$ cat src/sfcs_pkg.sv
`timescale 1ns / 1ps
// ----------------------------------------------------------------------------
// SPI flash command sequencer package
// Shared types, codes and constants for the front end, the descriptor queue
// and the action sequencer.
// ----------------------------------------------------------------------------
package sfcs_pkg;

  localparam int ADDR_W = 24;
  localparam int BYTE_W = 8;
  localparam int ACT_W  = 2;
  localparam int REQ_W  = 3;
  localparam int CFG_IDX_W = 2;

  // Page size default; must be a power of two
  localparam int DEF_PAGE_BYTES = 256;

  // Descriptor queue depth
  localparam int QUEUE_DEPTH = 2;
  localparam int QPTR_W = (QUEUE_DEPTH > 1) ? $clog2(QUEUE_DEPTH) : 1;
  localparam int QCNT_W = $clog2(QUEUE_DEPTH + 1);

  // Request types
  localparam logic [REQ_W-1:0] REQ_PROGRAM = 3'd0;
  localparam logic [REQ_W-1:0] REQ_READ    = 3'd1;
  localparam logic [REQ_W-1:0] REQ_SECTOR  = 3'd2;
  localparam logic [REQ_W-1:0] REQ_BULK    = 3'd3;
  localparam logic [REQ_W-1:0] REQ_RDID    = 3'd4;

  // Action codes
  localparam logic [ACT_W-1:0] ACT_SEND  = 2'd0;
  localparam logic [ACT_W-1:0] ACT_RAISE = 2'd1;
  localparam logic [ACT_W-1:0] ACT_WAIT  = 2'd2;

  // Configuration register indexes
  localparam logic [CFG_IDX_W-1:0] CFG_SECTOR_OP = 2'd0;
  localparam logic [CFG_IDX_W-1:0] CFG_BULK_OP   = 2'd1;
  localparam logic [CFG_IDX_W-1:0] CFG_DUMMY     = 2'd2;

  localparam logic [BYTE_W-1:0] RST_SECTOR_OP = 8'hD8;
  localparam logic [BYTE_W-1:0] RST_BULK_OP   = 8'hC7;
  localparam logic [BYTE_W-1:0] RST_DUMMY     = 8'hFF;

  // Flash instructions
  localparam logic [BYTE_W-1:0] OP_WREN    = 8'h06;
  localparam logic [BYTE_W-1:0] OP_PROGRAM = 8'h02;
  localparam logic [BYTE_W-1:0] OP_READ    = 8'h03;
  localparam logic [BYTE_W-1:0] OP_RDID    = 8'h9F;

  // Action slots of one transaction, emitted lowest first
  localparam int NUM_SLOTS = 14;
  localparam int SLOT_W    = $clog2(NUM_SLOTS);
  localparam logic [SLOT_W-1:0] SLOT_CLOSE_RAISE = 4'd0;
  localparam logic [SLOT_W-1:0] SLOT_CLOSE_WAIT  = 4'd1;
  localparam logic [SLOT_W-1:0] SLOT_RD_RAISE    = 4'd2;
  localparam logic [SLOT_W-1:0] SLOT_WREN_SEND   = 4'd3;
  localparam logic [SLOT_W-1:0] SLOT_WREN_RAISE  = 4'd4;
  localparam logic [SLOT_W-1:0] SLOT_OPCODE      = 4'd5;
  localparam logic [SLOT_W-1:0] SLOT_ADDR_HI     = 4'd6;
  localparam logic [SLOT_W-1:0] SLOT_ADDR_MID    = 4'd7;
  localparam logic [SLOT_W-1:0] SLOT_ADDR_LO     = 4'd8;
  localparam logic [SLOT_W-1:0] SLOT_BODY0       = 4'd9;
  localparam logic [SLOT_W-1:0] SLOT_BODY1       = 4'd10;
  localparam logic [SLOT_W-1:0] SLOT_BODY2       = 4'd11;
  localparam logic [SLOT_W-1:0] SLOT_TAIL_RAISE  = 4'd12;
  localparam logic [SLOT_W-1:0] SLOT_TAIL_WAIT   = 4'd13;

  typedef logic [NUM_SLOTS-1:0] slot_mask_t;

  // One classified request: which actions to emit and their bytes
  typedef struct packed {
    slot_mask_t        slots;
    logic [BYTE_W-1:0] opcode;
    logic [ADDR_W-1:0] addr;
    logic [BYTE_W-1:0] body;
  } sfcs_desc_t;

  function automatic slot_mask_t slot_bit(input logic [SLOT_W-1:0] s);
    slot_bit = slot_mask_t'(1) << s;
  endfunction

endpackage

$ cat src/sfcs_front.sv
`timescale 1ns / 1ps
// ----------------------------------------------------------------------------
// SPI flash command sequencer front end
// Accepts requests, tracks the run state and the cursor, holds the
// configuration registers and turns each request into an action descriptor.
// ----------------------------------------------------------------------------
module sfcs_front import sfcs_pkg::*; #(
  parameter int PAGE_BYTES = DEF_PAGE_BYTES
) (
  input  logic                 clk,
  input  logic                 rst,
  input  logic                 in_valid,
  output logic                 in_ready,
  input  logic [REQ_W-1:0]     req_type,
  input  logic [ADDR_W-1:0]    address,
  input  logic [BYTE_W-1:0]    data_byte,
  input  logic                 first,
  input  logic                 final_req,
  input  logic                 cfg_we,
  input  logic [CFG_IDX_W-1:0] cfg_index,
  input  logic [BYTE_W-1:0]    cfg_wdata,
  input  logic                 q_full,
  output logic                 q_push,
  output sfcs_desc_t           q_wdata
);

  localparam logic [ADDR_W-1:0] PAGE_MASK = ADDR_W'(PAGE_BYTES - 1);

  logic [ADDR_W-1:0] write_cursor, write_cursor_next;
  logic              program_open, program_open_next;
  logic              read_open, read_open_next;
  logic [BYTE_W-1:0] sector_op, bulk_op, dummy_value;

  logic              known;
  slot_mask_t        close_mask;
  logic [ADDR_W-1:0] base, base_inc;
  logic              do_open, tail;
  sfcs_desc_t        desc;

  assign in_ready = !q_full;
  assign q_push   = in_valid && in_ready && known;
  assign q_wdata  = desc;

  // Classify the request
  always_comb begin
    close_mask = '0;
    if (program_open) close_mask = slot_bit(SLOT_CLOSE_RAISE) | slot_bit(SLOT_CLOSE_WAIT);
    if (read_open)    close_mask = close_mask | slot_bit(SLOT_RD_RAISE);

    base     = first ? address : write_cursor;
    base_inc = base + ADDR_W'(1);

    known             = 1'b1;
    do_open           = 1'b0;
    tail              = 1'b0;
    desc              = '0;
    write_cursor_next = write_cursor;
    program_open_next = program_open;
    read_open_next    = read_open;

    case (req_type)
      REQ_PROGRAM: begin
        do_open = first || !program_open;
        tail    = final_req || ((base_inc & PAGE_MASK) == '0);
        desc.body  = data_byte;
        desc.slots = slot_bit(SLOT_BODY0);
        if (do_open) begin
          desc.slots  = desc.slots | close_mask | slot_bit(SLOT_WREN_SEND)
                      | slot_bit(SLOT_WREN_RAISE) | slot_bit(SLOT_OPCODE)
                      | slot_bit(SLOT_ADDR_HI) | slot_bit(SLOT_ADDR_MID)
                      | slot_bit(SLOT_ADDR_LO);
          desc.opcode = OP_PROGRAM;
          desc.addr   = base;
        end
        if (tail) desc.slots = desc.slots | slot_bit(SLOT_TAIL_RAISE) | slot_bit(SLOT_TAIL_WAIT);
        write_cursor_next = base_inc;
        program_open_next = !tail;
        read_open_next    = 1'b0;
      end
      REQ_READ: begin
        do_open = first || !read_open;
        desc.body  = dummy_value;
        desc.slots = slot_bit(SLOT_BODY0);
        if (do_open) begin
          desc.slots  = desc.slots | close_mask | slot_bit(SLOT_OPCODE)
                      | slot_bit(SLOT_ADDR_HI) | slot_bit(SLOT_ADDR_MID)
                      | slot_bit(SLOT_ADDR_LO);
          desc.opcode = OP_READ;
          desc.addr   = base;
        end
        if (final_req) desc.slots = desc.slots | slot_bit(SLOT_TAIL_RAISE);
        write_cursor_next = base_inc;
        read_open_next    = !final_req;
        program_open_next = 1'b0;
      end
      REQ_SECTOR: begin
        desc.slots  = close_mask | slot_bit(SLOT_WREN_SEND) | slot_bit(SLOT_WREN_RAISE)
                    | slot_bit(SLOT_OPCODE) | slot_bit(SLOT_ADDR_HI)
                    | slot_bit(SLOT_ADDR_MID) | slot_bit(SLOT_ADDR_LO)
                    | slot_bit(SLOT_TAIL_RAISE) | slot_bit(SLOT_TAIL_WAIT);
        desc.opcode = sector_op;
        desc.addr   = address;
        program_open_next = 1'b0;
        read_open_next    = 1'b0;
      end
      REQ_BULK: begin
        desc.slots  = close_mask | slot_bit(SLOT_WREN_SEND) | slot_bit(SLOT_WREN_RAISE)
                    | slot_bit(SLOT_OPCODE) | slot_bit(SLOT_TAIL_RAISE)
                    | slot_bit(SLOT_TAIL_WAIT);
        desc.opcode = bulk_op;
        program_open_next = 1'b0;
        read_open_next    = 1'b0;
      end
      REQ_RDID: begin
        desc.slots  = close_mask | slot_bit(SLOT_OPCODE) | slot_bit(SLOT_BODY0)
                    | slot_bit(SLOT_BODY1) | slot_bit(SLOT_BODY2)
                    | slot_bit(SLOT_TAIL_RAISE);
        desc.opcode = OP_RDID;
        desc.body   = dummy_value;
        program_open_next = 1'b0;
        read_open_next    = 1'b0;
      end
      default: begin
        known = 1'b0;
      end
    endcase
  end

  // Run state, updated on each accepted known request
  always_ff @(posedge clk) begin
    if (rst) begin
      write_cursor <= '0;
      program_open <= 1'b0;
      read_open    <= 1'b0;
    end else if (q_push) begin
      write_cursor <= write_cursor_next;
      program_open <= program_open_next;
      read_open    <= read_open_next;
    end
  end

  // Configuration registers
  always_ff @(posedge clk) begin
    if (rst) begin
      sector_op   <= RST_SECTOR_OP;
      bulk_op     <= RST_BULK_OP;
      dummy_value <= RST_DUMMY;
    end else if (cfg_we) begin
      case (cfg_index)
        CFG_SECTOR_OP: sector_op   <= cfg_wdata;
        CFG_BULK_OP:   bulk_op     <= cfg_wdata;
        CFG_DUMMY:     dummy_value <= cfg_wdata;
        default: ;
      endcase
    end
  end

endmodule

$ cat src/sfcs_queue.sv
`timescale 1ns / 1ps
// ----------------------------------------------------------------------------
// SPI flash command sequencer descriptor queue
// Short FIFO between the front end and the sequencer.
// ----------------------------------------------------------------------------
module sfcs_queue import sfcs_pkg::*; (
  input  logic       clk,
  input  logic       rst,
  input  logic       push,
  input  sfcs_desc_t wdata,
  output logic       full,
  input  logic       pop,
  output logic       head_valid,
  output sfcs_desc_t head
);

  sfcs_desc_t        entries [QUEUE_DEPTH];
  logic [QPTR_W-1:0] wr_ptr, rd_ptr;
  logic [QCNT_W-1:0] count;

  assign full       = (count == QCNT_W'(QUEUE_DEPTH));
  assign head_valid = (count != '0);
  assign head       = entries[rd_ptr];

  // Pointers and fill count
  always_ff @(posedge clk) begin
    if (rst) begin
      wr_ptr <= '0;
      rd_ptr <= '0;
      count  <= '0;
    end else begin
      if (push) wr_ptr <= (wr_ptr == QPTR_W'(QUEUE_DEPTH - 1)) ? '0 : wr_ptr + QPTR_W'(1);
      if (pop)  rd_ptr <= (rd_ptr == QPTR_W'(QUEUE_DEPTH - 1)) ? '0 : rd_ptr + QPTR_W'(1);
      if (push && !pop)      count <= count + QCNT_W'(1);
      else if (pop && !push) count <= count - QCNT_W'(1);
    end
  end

  // Storage
  always_ff @(posedge clk) begin
    if (push) entries[wr_ptr] <= wdata;
  end

endmodule

$ cat src/sfcs_back.sv
`timescale 1ns / 1ps
// ----------------------------------------------------------------------------
// SPI flash command sequencer back end
// Walks the pending action slots of one descriptor, one action per cycle
// unless the output stalls, into a registered output stage.
// ----------------------------------------------------------------------------
module sfcs_back import sfcs_pkg::*; (
  input  logic              clk,
  input  logic              rst,
  input  logic              q_valid,
  input  sfcs_desc_t        q_head,
  output logic              q_pop,
  output logic              out_valid,
  input  logic              out_ready,
  output logic [ACT_W-1:0]  action,
  output logic [BYTE_W-1:0] spi_byte,
  output logic              last
);

  logic              cur_valid;
  sfcs_desc_t        cur;
  logic [SLOT_W-1:0] sel;
  slot_mask_t        remaining;
  logic              emit, done;
  logic [ACT_W-1:0]  act_sel;
  logic [BYTE_W-1:0] byte_sel;

  // Lowest pending slot
  always_comb begin
    sel = '0;
    for (int i = NUM_SLOTS - 1; i >= 0; i--) begin
      if (cur.slots[i]) sel = SLOT_W'(i);
    end
  end

  assign remaining = cur.slots & (cur.slots - slot_mask_t'(1));
  assign done      = (remaining == '0);
  assign emit      = cur_valid && (!out_valid || out_ready);
  assign q_pop     = q_valid && (!cur_valid || (emit && done));

  // Action for the selected slot
  always_comb begin
    act_sel  = ACT_SEND;
    byte_sel = '0;
    case (sel)
      SLOT_CLOSE_RAISE, SLOT_RD_RAISE, SLOT_WREN_RAISE, SLOT_TAIL_RAISE: begin
        act_sel = ACT_RAISE;
      end
      SLOT_CLOSE_WAIT, SLOT_TAIL_WAIT: begin
        act_sel = ACT_WAIT;
      end
      SLOT_WREN_SEND: byte_sel = OP_WREN;
      SLOT_OPCODE:    byte_sel = cur.opcode;
      SLOT_ADDR_HI:   byte_sel = cur.addr[23:16];
      SLOT_ADDR_MID:  byte_sel = cur.addr[15:8];
      SLOT_ADDR_LO:   byte_sel = cur.addr[7:0];
      SLOT_BODY0, SLOT_BODY1, SLOT_BODY2: byte_sel = cur.body;
      default: begin
        act_sel = ACT_RAISE;
      end
    endcase
  end

  // Current descriptor
  always_ff @(posedge clk) begin
    if (rst) begin
      cur_valid <= 1'b0;
    end else if (q_pop) begin
      cur_valid <= 1'b1;
    end else if (emit && done) begin
      cur_valid <= 1'b0;
    end
  end

  always_ff @(posedge clk) begin
    if (q_pop) begin
      cur <= q_head;
    end else if (emit) begin
      cur.slots <= remaining;
    end
  end

  // Output register
  always_ff @(posedge clk) begin
    if (rst) begin
      out_valid <= 1'b0;
    end else if (emit) begin
      out_valid <= 1'b1;
    end else if (out_ready) begin
      out_valid <= 1'b0;
    end
  end

  always_ff @(posedge clk) begin
    if (emit) begin
      action   <= act_sel;
      spi_byte <= byte_sel;
      last     <= done;
    end
  end

endmodule

$ cat src/spi_flash_command_sequencer_top.sv
`timescale 1ns / 1ps
// ----------------------------------------------------------------------------
// SPI flash command sequencer
// Turns program, read, erase and ID requests into byte-level SPI actions.
// ----------------------------------------------------------------------------
// Usage:
//   Input channel (in_valid/in_ready) takes one request per transaction:
//   req_type, address, data_byte, first, final_req. Output channel
//   (out_valid/out_ready) gives one action per transaction: action, spi_byte
//   and last, which marks the final action caused by a request.
//   cfg_we/cfg_index/cfg_wdata write the erase opcodes and the dummy byte.
//   A request is classified in the cycle it is accepted and queued; the
//   sequencer emits its actions one per cycle unless the receiver stalls,
//   the first one passing through the queue, the current-descriptor
//   register and the output register. A program or read byte that neither
//   opens nor closes a run is one action, so runs stream likewise at one
//   request per cycle. The two-entry queue lets requests keep arriving
//   while the sequencer works. When the receiver stalls, the output register
//   holds its action, the sequencer stops and the queue fills; in_ready drops
//   when it is full. Reset clears the cursor, run state and queue and
//   restores the register defaults. PAGE_BYTES must be a power of two.
// ----------------------------------------------------------------------------
module spi_flash_command_sequencer_top import sfcs_pkg::*; #(
  parameter int PAGE_BYTES = DEF_PAGE_BYTES
) (
  input  logic                 clk,
  input  logic                 rst,
  input  logic                 in_valid,
  output logic                 in_ready,
  input  logic [REQ_W-1:0]     req_type,
  input  logic [ADDR_W-1:0]    address,
  input  logic [BYTE_W-1:0]    data_byte,
  input  logic                 first,
  input  logic                 final_req,
  input  logic                 cfg_we,
  input  logic [CFG_IDX_W-1:0] cfg_index,
  input  logic [BYTE_W-1:0]    cfg_wdata,
  output logic                 out_valid,
  input  logic                 out_ready,
  output logic [ACT_W-1:0]     action,
  output logic [BYTE_W-1:0]    spi_byte,
  output logic                 last
);

  logic       q_full, q_push, q_pop, q_valid;
  sfcs_desc_t q_wdata, q_head;

  sfcs_front #(
    .PAGE_BYTES (PAGE_BYTES)
  ) u_front (
    .clk       (clk),
    .rst       (rst),
    .in_valid  (in_valid),
    .in_ready  (in_ready),
    .req_type  (req_type),
    .address   (address),
    .data_byte (data_byte),
    .first     (first),
    .final_req (final_req),
    .cfg_we    (cfg_we),
    .cfg_index (cfg_index),
    .cfg_wdata (cfg_wdata),
    .q_full    (q_full),
    .q_push    (q_push),
    .q_wdata   (q_wdata)
  );

  sfcs_queue u_queue (
    .clk        (clk),
    .rst        (rst),
    .push       (q_push),
    .wdata      (q_wdata),
    .full       (q_full),
    .pop        (q_pop),
    .head_valid (q_valid),
    .head       (q_head)
  );

  sfcs_back u_back (
    .clk       (clk),
    .rst       (rst),
    .q_valid   (q_valid),
    .q_head    (q_head),
    .q_pop     (q_pop),
    .out_valid (out_valid),
    .out_ready (out_ready),
    .action    (action),
    .spi_byte  (spi_byte),
    .last      (last)
  );

  // Front only stalls when the queue holds work
  a_stall_has_work: assert property (@(posedge clk) disable iff (rst)
    !in_ready |-> q_valid)
    else $error("input stalled with empty queue");

  // Queue never pushes into a full queue
  a_no_overflow: assert property (@(posedge clk) disable iff (rst)
    q_push |-> !q_full)
    else $error("push into full queue");

  // Non-send actions carry a zero byte
  a_zero_byte: assert property (@(posedge clk) disable iff (rst)
    (out_valid && action != ACT_SEND) |-> (spi_byte == '0))
    else $error("nonzero byte on raise or wait");

  // A request is only taken from the queue when present
  a_pop_valid: assert property (@(posedge clk) disable iff (rst)
    q_pop |-> q_valid)
    else $error("pop from empty queue");

endmodule
$ cat config.mk
export PLATFORM = sky130hd
export DESIGN_NAME = spi_flash_command_sequencer_top
export DESIGN_NICKNAME = d
export VERILOG_FILES = /design/src/sfcs_pkg.sv /design/src/sfcs_front.sv /design/src/sfcs_queue.sv /design/src/sfcs_back.sv /design/src/spi_flash_command_sequencer_top.sv
export SDC_FILE = /design/constraint.sdc
export NUM_CORES = 1
export LEC_CHECK = 0
export BUFFER_PORTS_ARGS = -buffer_cell sky130_fd_sc_hd__buf_4
export CORE_MARGIN = 8
export CORE_UTILIZATION = 55
export DETAILED_ROUTE_END_ITERATION = 10
export MAX_ROUTING_LAYER = met4
export PLACE_DENSITY = 0.76
export SLEW_MARGIN = 20
export SYNTH_ARGS = -nofsm -noshare
export SYNTH_HDL_FRONTEND = slang
export SYNTH_SLANG_ARGS = --single-unit
$ cat constraint.sdc
create_clock -name clk -period 3.9 [get_ports clk]
set_input_delay 0.585 -clock clk [delete_from_list [all_inputs] [get_ports clk]]
set_output_delay 0.585 -clock clk [all_outputs]
set_load 0.01 [all_outputs]
Word level (Yosys, flattened, before mapping)
Memories as Yosys holds them, arrays and structs flattened. A register that Yosys moved wholly into a read port is not among the register bits.
Cells that the tools add are included.
Operators by class
  bitwise gates (word level): 1
  eq/ne operators: 17
  div/mod/pow operators: 0
  reductions and logical operators: 46
  $lt $le $gt $ge: 0
  shift-type cells: 0
  $mul: 0
  $add $sub $neg: 6
  multiplexer cells: 43
Operators with widths (count)
  one-hot mux 22 bit (5 select lines): 1
  one-hot mux 24 bit (3 select lines): 1
  two-way mux 4 bit: 14
  one-hot mux 8 bit (6 select lines): 1
  two-way mux 46 bit: 1
  two-way mux 14 bit: 3
  two-way mux 41 bit: 1
  adder 24 x 1 -> 24 bit, second input constant: 1
  logical NOT 24 bit: 1
  two-way mux 24 bit: 1
  equality test 4 bit, second input constant: 5
  one-hot mux 8 bit (2 select lines): 1
  AND 14 bit: 1
  logical NOT 14 bit: 1
  nonzero test 2 bit: 7
  subtractor 14 x 1 -> 14 bit, second input constant: 1
  two-way mux 13 bit: 1
  equality test 4 x 3 -> 1 bit, second input constant: 3
  AND reduction 2 bit: 6
  two-way mux 1 bit: 11
  logical NOT 1 bit: 9
  OR reduction 4 bit: 2
  OR reduction 8 bit: 1
  logical AND 1 bit: 7
  other kinds (20): 32
Storage, ports and cells
  word-level logic and storage cells: 132
  bits in registers: 121
  ROM bits: 0
  bits in latches: 0
  bits of input ports: 52
  memories: 1
  bits in writable memories: 108
  output and inout bits: 13
Memories
  u_queue.entries: depth 2, bits a word 54, rd ports 1, clocked after memory_dff 1, wr ports 1, line sfcs_queue.sv:17  | sfcs_desc_t entries [QUEUE_DEPTH];

Logic depth before layout (Yosys ltp)
  depth after elaboration: 17
  depth in mapped cells: 15
  depth with buffers taken out: 10

By module
A second synthesis with hierarchy kept.
Second synthesis, totals
  cell total of the unflattened synthesis: 923
  area total of the unflattened synthesis: 10904.2 µm²
Modules (own cells, without submodules)
  sfcs_queue: times used 1, sequential area each 3343.2 µm², area an instance 4122.7 µm², cells each 190
  sfcs_front: times used 1, sequential area each 1001.0 µm², area an instance 3709.8 µm², cells each 508
  sfcs_back: times used 1, sequential area each 1991.9 µm², area an instance 3071.7 µm², cells each 225

Worst setup path before layout
No wires, ideal clock.
  path kind: input-to-reg
  start: in first
  end: reg u_front.write_cursor[20]
  stages: 14
  arrival: 3.746 ns
  setup time: 0.126 ns
  required time: 3.774 ns
  slack: 0.028 ns
  path buffers: 5
  path through: buf_2 > buf_2 > buf_2 > buf_1 > clkbuf_1 > mux2i_1 > inv_1 > ha_1 > inv_1 > a221oi_1 > nand3_1 > or4_1 > nand2_1 > o211ai_1
Between the ends
  longest elaborated chain between the ends: 2
Ends and longest elaborated chain
  from (decl): line spi_flash_command_sequencer_top.sv:33  | input logic first,
  two-way mux 24 bit: line sfcs_front.sv:50  | base = first ? address : write_cursor;
  adder 24 x 1 -> 24 bit: line sfcs_front.sv:51  | base_inc = base + ADDR_W'(1);
  to (signal assigned): line sfcs_front.sv:136  | write_cursor <= write_cursor_next;
  to (decl): line sfcs_front.sv:29  | logic [ADDR_W-1:0] write_cursor, write_cursor_next;
Every way passes these cells.
A chain may end at the register's enable or synchronous reset.

Worst setup path after layout
  start: reg u_back.cur[40] (netlist bit)
  end: reg u_queue.count[1]
Between the ends
  longest elaborated chain between the ends: 9
  elaborated cells between the ends (all ways): 11
  those cells by class: 1 x add/sub; 1 x mux; 1 x bitwise; 8 x reduce/logical
Ends and longest elaborated chain
  from (decl): line sfcs_back.sv:21  | sfcs_desc_t cur;
  from (signal assigned): line sfcs_back.sv:77  | cur <= q_head;
  subtractor 14 x 1 -> 14 bit: line sfcs_back.sv:36  | assign remaining = cur.slots & (cur.slots - slot_mask_t'(1));
  AND 14 bit (*): line sfcs_back.sv:36
  logical NOT 14 bit (*): line sfcs_back.sv:37  | assign done = (remaining == '0);
  named net u_back.done: line sfcs_back.sv:24  | logic emit, done;
  logical AND 1 bit (*): line sfcs_back.sv:39  | assign q_pop = q_valid && (!cur_valid || (emit && done));
  logical OR 1 bit (*): line sfcs_back.sv:39
  logical AND 1 bit (*): line sfcs_back.sv:39
  logical NOT 1 bit: line sfcs_queue.sv:34  | if (push && !pop) count <= count + QCNT_W'(1);
  logical AND 1 bit: line sfcs_queue.sv:34
  two-way mux 2 bit / nonzero test 2 bit (equally long branches)
  to (signal assigned): line sfcs_queue.sv:34
  to (signal assigned): line sfcs_queue.sv:35  | else if (pop && !push) count <= count - QCNT_W'(1);
  to (decl): line sfcs_queue.sv:19  | logic [QCNT_W-1:0] count;
Mark *: on every way through the listed nets, which the timed path passes. The rest lies on a longest branch.

==> impl_metrics.env <==
export IMPL_status="finished clean"
export IMPL_start_util_pct=55.9
export IMPL_synth_top_cell_area_share_pct=46.8
export IMPL_cap_viol_max_count=0
export IMPL_min_period_ns=3.40
export IMPL_grt_pass1_wl_um=36500
export IMPL_slew_viol_final=0
export IMPL_place_hpwl_um=15700
export IMPL_critPathCapture="u_queue.count[1]"
export IMPL_vias_per_cell=6.11
export IMPL_crit_type="reg2reg"
export IMPL_yosysSeqAreaShare_pct=57.7
export IMPL_cts_resized=0
export IMPL_grt_overflow_total=0
export IMPL_netlist_area_um2=10500
export IMPL_synthCells=909
export IMPL_path_clk_slew_ns=0.06
export IMPL_p_sw_mw=2.25
export IMPL_ys_ff_latch=220
export IMPL_finalHoldViolations=0
export IMPL_cts_tree="yes"
export IMPL_startpoint="u_back.cur[40]"
export IMPL_drt_pass1_iter_count=5
export IMPL_grt_max_degree=69
export IMPL_cts_root_buf="clkbuf_16"
export IMPL_leakage_nw=4.25
export IMPL_route_vias_total=7382
export IMPL_reg2reg_to="u_queue.count[1]"
export IMPL_drc=0
export IMPL_yosys_cell_types_count=68
export IMPL_reg2reg_slack_ns=0.50
export IMPL_clockBufferDepth=3
export IMPL_p_clk_share_pct=30.5
export IMPL_syn2layout_area_growth_pct=14.3
export IMPL_whs_ns=0.316
export IMPL_cts_max_level=1
export IMPL_synth_edf_count=163
export IMPL_routedWlPerCell_um=19.1
export IMPL_power_share_combinational_pct=22.9
export IMPL_post_cts_repair_setup_buffers=0
export IMPL_reg2regPathDepth=10
export IMPL_place_gp_congestion=0.894
export IMPL_ys_warn_count=0
export IMPL_multiInputGateArea_um2=4100
export IMPL_cpPeakStageDelay_ns=0.64
export IMPL_nFillCells=1407
export IMPL_pwr_share_seq_pct=46.6
export IMPL_reg2reg_from="u_back.cur[40]"
export IMPL_syn_avg_cell_area_um2=11.5
export IMPL_yosysMostFrequentCell="edfxtp_1"
export IMPL_cp_max_fo=12
export IMPL_fp_dieH_um=154
export IMPL_max_freq_mhz=294
export IMPL_slew_headroom_pct=26.7
export IMPL_io_buffers=64
export IMPL_hold_class="in2reg"
export IMPL_power_mw=7.54
export IMPL_crit_slowest_cell="or4_4"
export IMPL_syn_nets=963
export IMPL_cp_start_kind="register"
export IMPL_rsz0062_at_grt="false"
export IMPL_ant_nets=0
export IMPL_ys_flop_type="edfxtp_1"
export IMPL_clk_latency_ns=0.51
export IMPL_fp_dieW_um=154
export IMPL_final_layout_size_suffix_gt1_share_pct=18.0
export IMPL_critPathArrivalTime_ns=3.83
export IMPL_required_ns=4.33
export IMPL_p_per_area_nw_per_um2=630
export IMPL_drtIter0Drc=598
export IMPL_synth_commonest_cells="163 x edfxtp_1, 79 x nand2_1, 58 x o21ai_0"
export IMPL_cts_buffers=22
export IMPL_tightest_slew_ns=1.10
export IMPL_cts_sinks=220
export IMPL_setup_violations=0
export IMPL_core_rowCount=50
export IMPL_synthArstFlopShare_pct=0
export IMPL_final_nets=1012
export IMPL_first_global_vias=6954
export IMPL_wl_um=23100
export IMPL_setup_tns_ns=0
export IMPL_p_sw_share_pct=29.9
export IMPL_coreArea_um2=18700
export IMPL_seq_area_um2=6040
export IMPL_ir_worst_vdd_mv=0.326
export IMPL_cp_end_kind="register"
export IMPL_yosys_area_top_type="edfxtp_1"
export IMPL_path_cells="or4_4, o41ai_1, nand4_1, nor4_2, buf_4, o2bb2ai_4, inv_1, ha_1, or3_1, a21oi_1"
export IMPL_holdBufCountCts=0
export IMPL_synth_area_leaders="edfxtp_1 47%, dfxtp_1 11%, mux2i_1 5.3%, mux2_2 4.8%, nand2_1 2.8%"
export IMPL_num_antenna_cells=0
export IMPL_grtUsageTotal_pct=19.5
export IMPL_post_route_period_util_pct=87.1
export IMPL_die_area_um2=23700
export IMPL_ios=65
export IMPL_p_int_mw=5.29
export IMPL_skew_ns=0.0240
export IMPL_antenna_found_initial=0
-- per-stage QoR --
step           instances  utilization [%]  worst slack [ns]  cell area, um2
2_1_floorplan        909                -            0.0282           10500
3_3_place_gp        1168             59.7             0.675           11200
3_5_place_dp        1168             59.7             0.580           11200
4_1_cts             1208             63.9             0.575           12000
5_1_grt             1208             63.9             0.320           12000
6_report            1208             63.9             0.503           12000
-- registers in the layout, indices dropped and copies added (netlist names), named ones only --
register,cells
u_back.last,1
u_queue.wr_ptr,1
u_front.dummy_value,8
u_back.cur_valid,1
u_front.program_open,1
u_queue.entries,98
u_back.cur,54
u_back.action,2
u_queue.rd_ptr,1
u_back.spi_byte,8
u_queue.count,2
u_front.write_cursor,24
u_front.bulk_op,8
u_front.sector_op,8
u_back.out_valid,1
u_front.read_open,1
-- power groups by stage --
stage / combinational, mW / sequential, mW / clock [mW]
2_1_floorplan: 1.32 / 3.36 / 0
3_3_place_gp: 1.68 / 3.53 / 0
3_5_place_dp: 1.70 / 3.55 / 0
4_1_cts: 1.72 / 3.51 / 2.32
5_1_grt: 1.87 / 3.56 / 2.41
6_report: 1.73 / 3.51 / 2.30
-- routing by layer --
layer,up-vias,global-route usage [%],part of all wire [%]
li1,3556,-,-
met1,3553,27.4,47
met2,235,29.1,45
met3,38,2.05,5.0
met4,0,6.91,2.5
met5,-,-,0
-- cell families after synthesis --
kind of cell / synth area share (%)
simple gates: 13.7
flops: 57.7
compound gates: 14.0
mux: 10.1
buf+inv: 3.40
xor+xnor: 0.837
fa+ha+maj: 0.335
-- worst min-delay path by stage --
stage / startpoint / endpoint / slack (ns) / cells after the start
5_1_grt: cfg_wdata[4] / u_front.sector_op[4] / 0.31 / 2
3_5_place_dp: u_front.bulk_op[5] / u_front.bulk_op[5] / 0.45 / 2
6_report: cfg_wdata[6] / u_front.sector_op[6] / 0.32 / 2
2_1_floorplan: u_front.write_cursor[19] / u_front.write_cursor[19] / 0.43 / 2
3_3_place_gp: u_front.write_cursor[19] / u_front.write_cursor[19] / 0.44 / 2
4_1_cts: cfg_wdata[6] / u_front.sector_op[6] / 0.30 / 2
-- critical path: cells and delay by family (launching register included) --
kind | cells | cell delay [ns]
compound gates | 3 | 0.74
simple gates | 4 | 1.50
buf+inv | 2 | 0.25
fa+ha+maj | 1 | 0.31
flops | 1 | 0.52
-- cell type report --
cell class / instances / area share (%)
Inverter: 25 / 0.785
Clock inverter: 17 / 1.83
Multi-Input combinational cell: 609 / 34.3
Timing Repair Buffer: 80 / 5.34
Clock buffer: 23 / 4.81
Tap cell: 234 / 2.45
Sequential cell: 220 / 50.5
-- cell usage in the layout, fill, tap and decap left out, drive strengths merged, types with 6 or more instances in the layout --
master   netlist  routed
nand2b        10      10
o221ai        10      10
mux2          45      45
a21o           7       7
nand4          7       7
nor2          52      52
mux2i         55      55
nor3          20      20
nor4           6       6
dfxtp         57      57
a22o          16      16
a211o         10      10
nand3b        25      25
nand3         31      31
xnor2          7       7
nand2         79      79
or4            7       7
clkbuf        33      23
buf           22      80
a21oi         44      44
nor2b          9       9
o21ai         59      59
o211ai         6       6
inv           24      25
a22oi         13      13
or3            6       6
a2111oi        7       7
clkinv         1       9
edfxtp       163     163
Power figures use the tool's default switching activity.
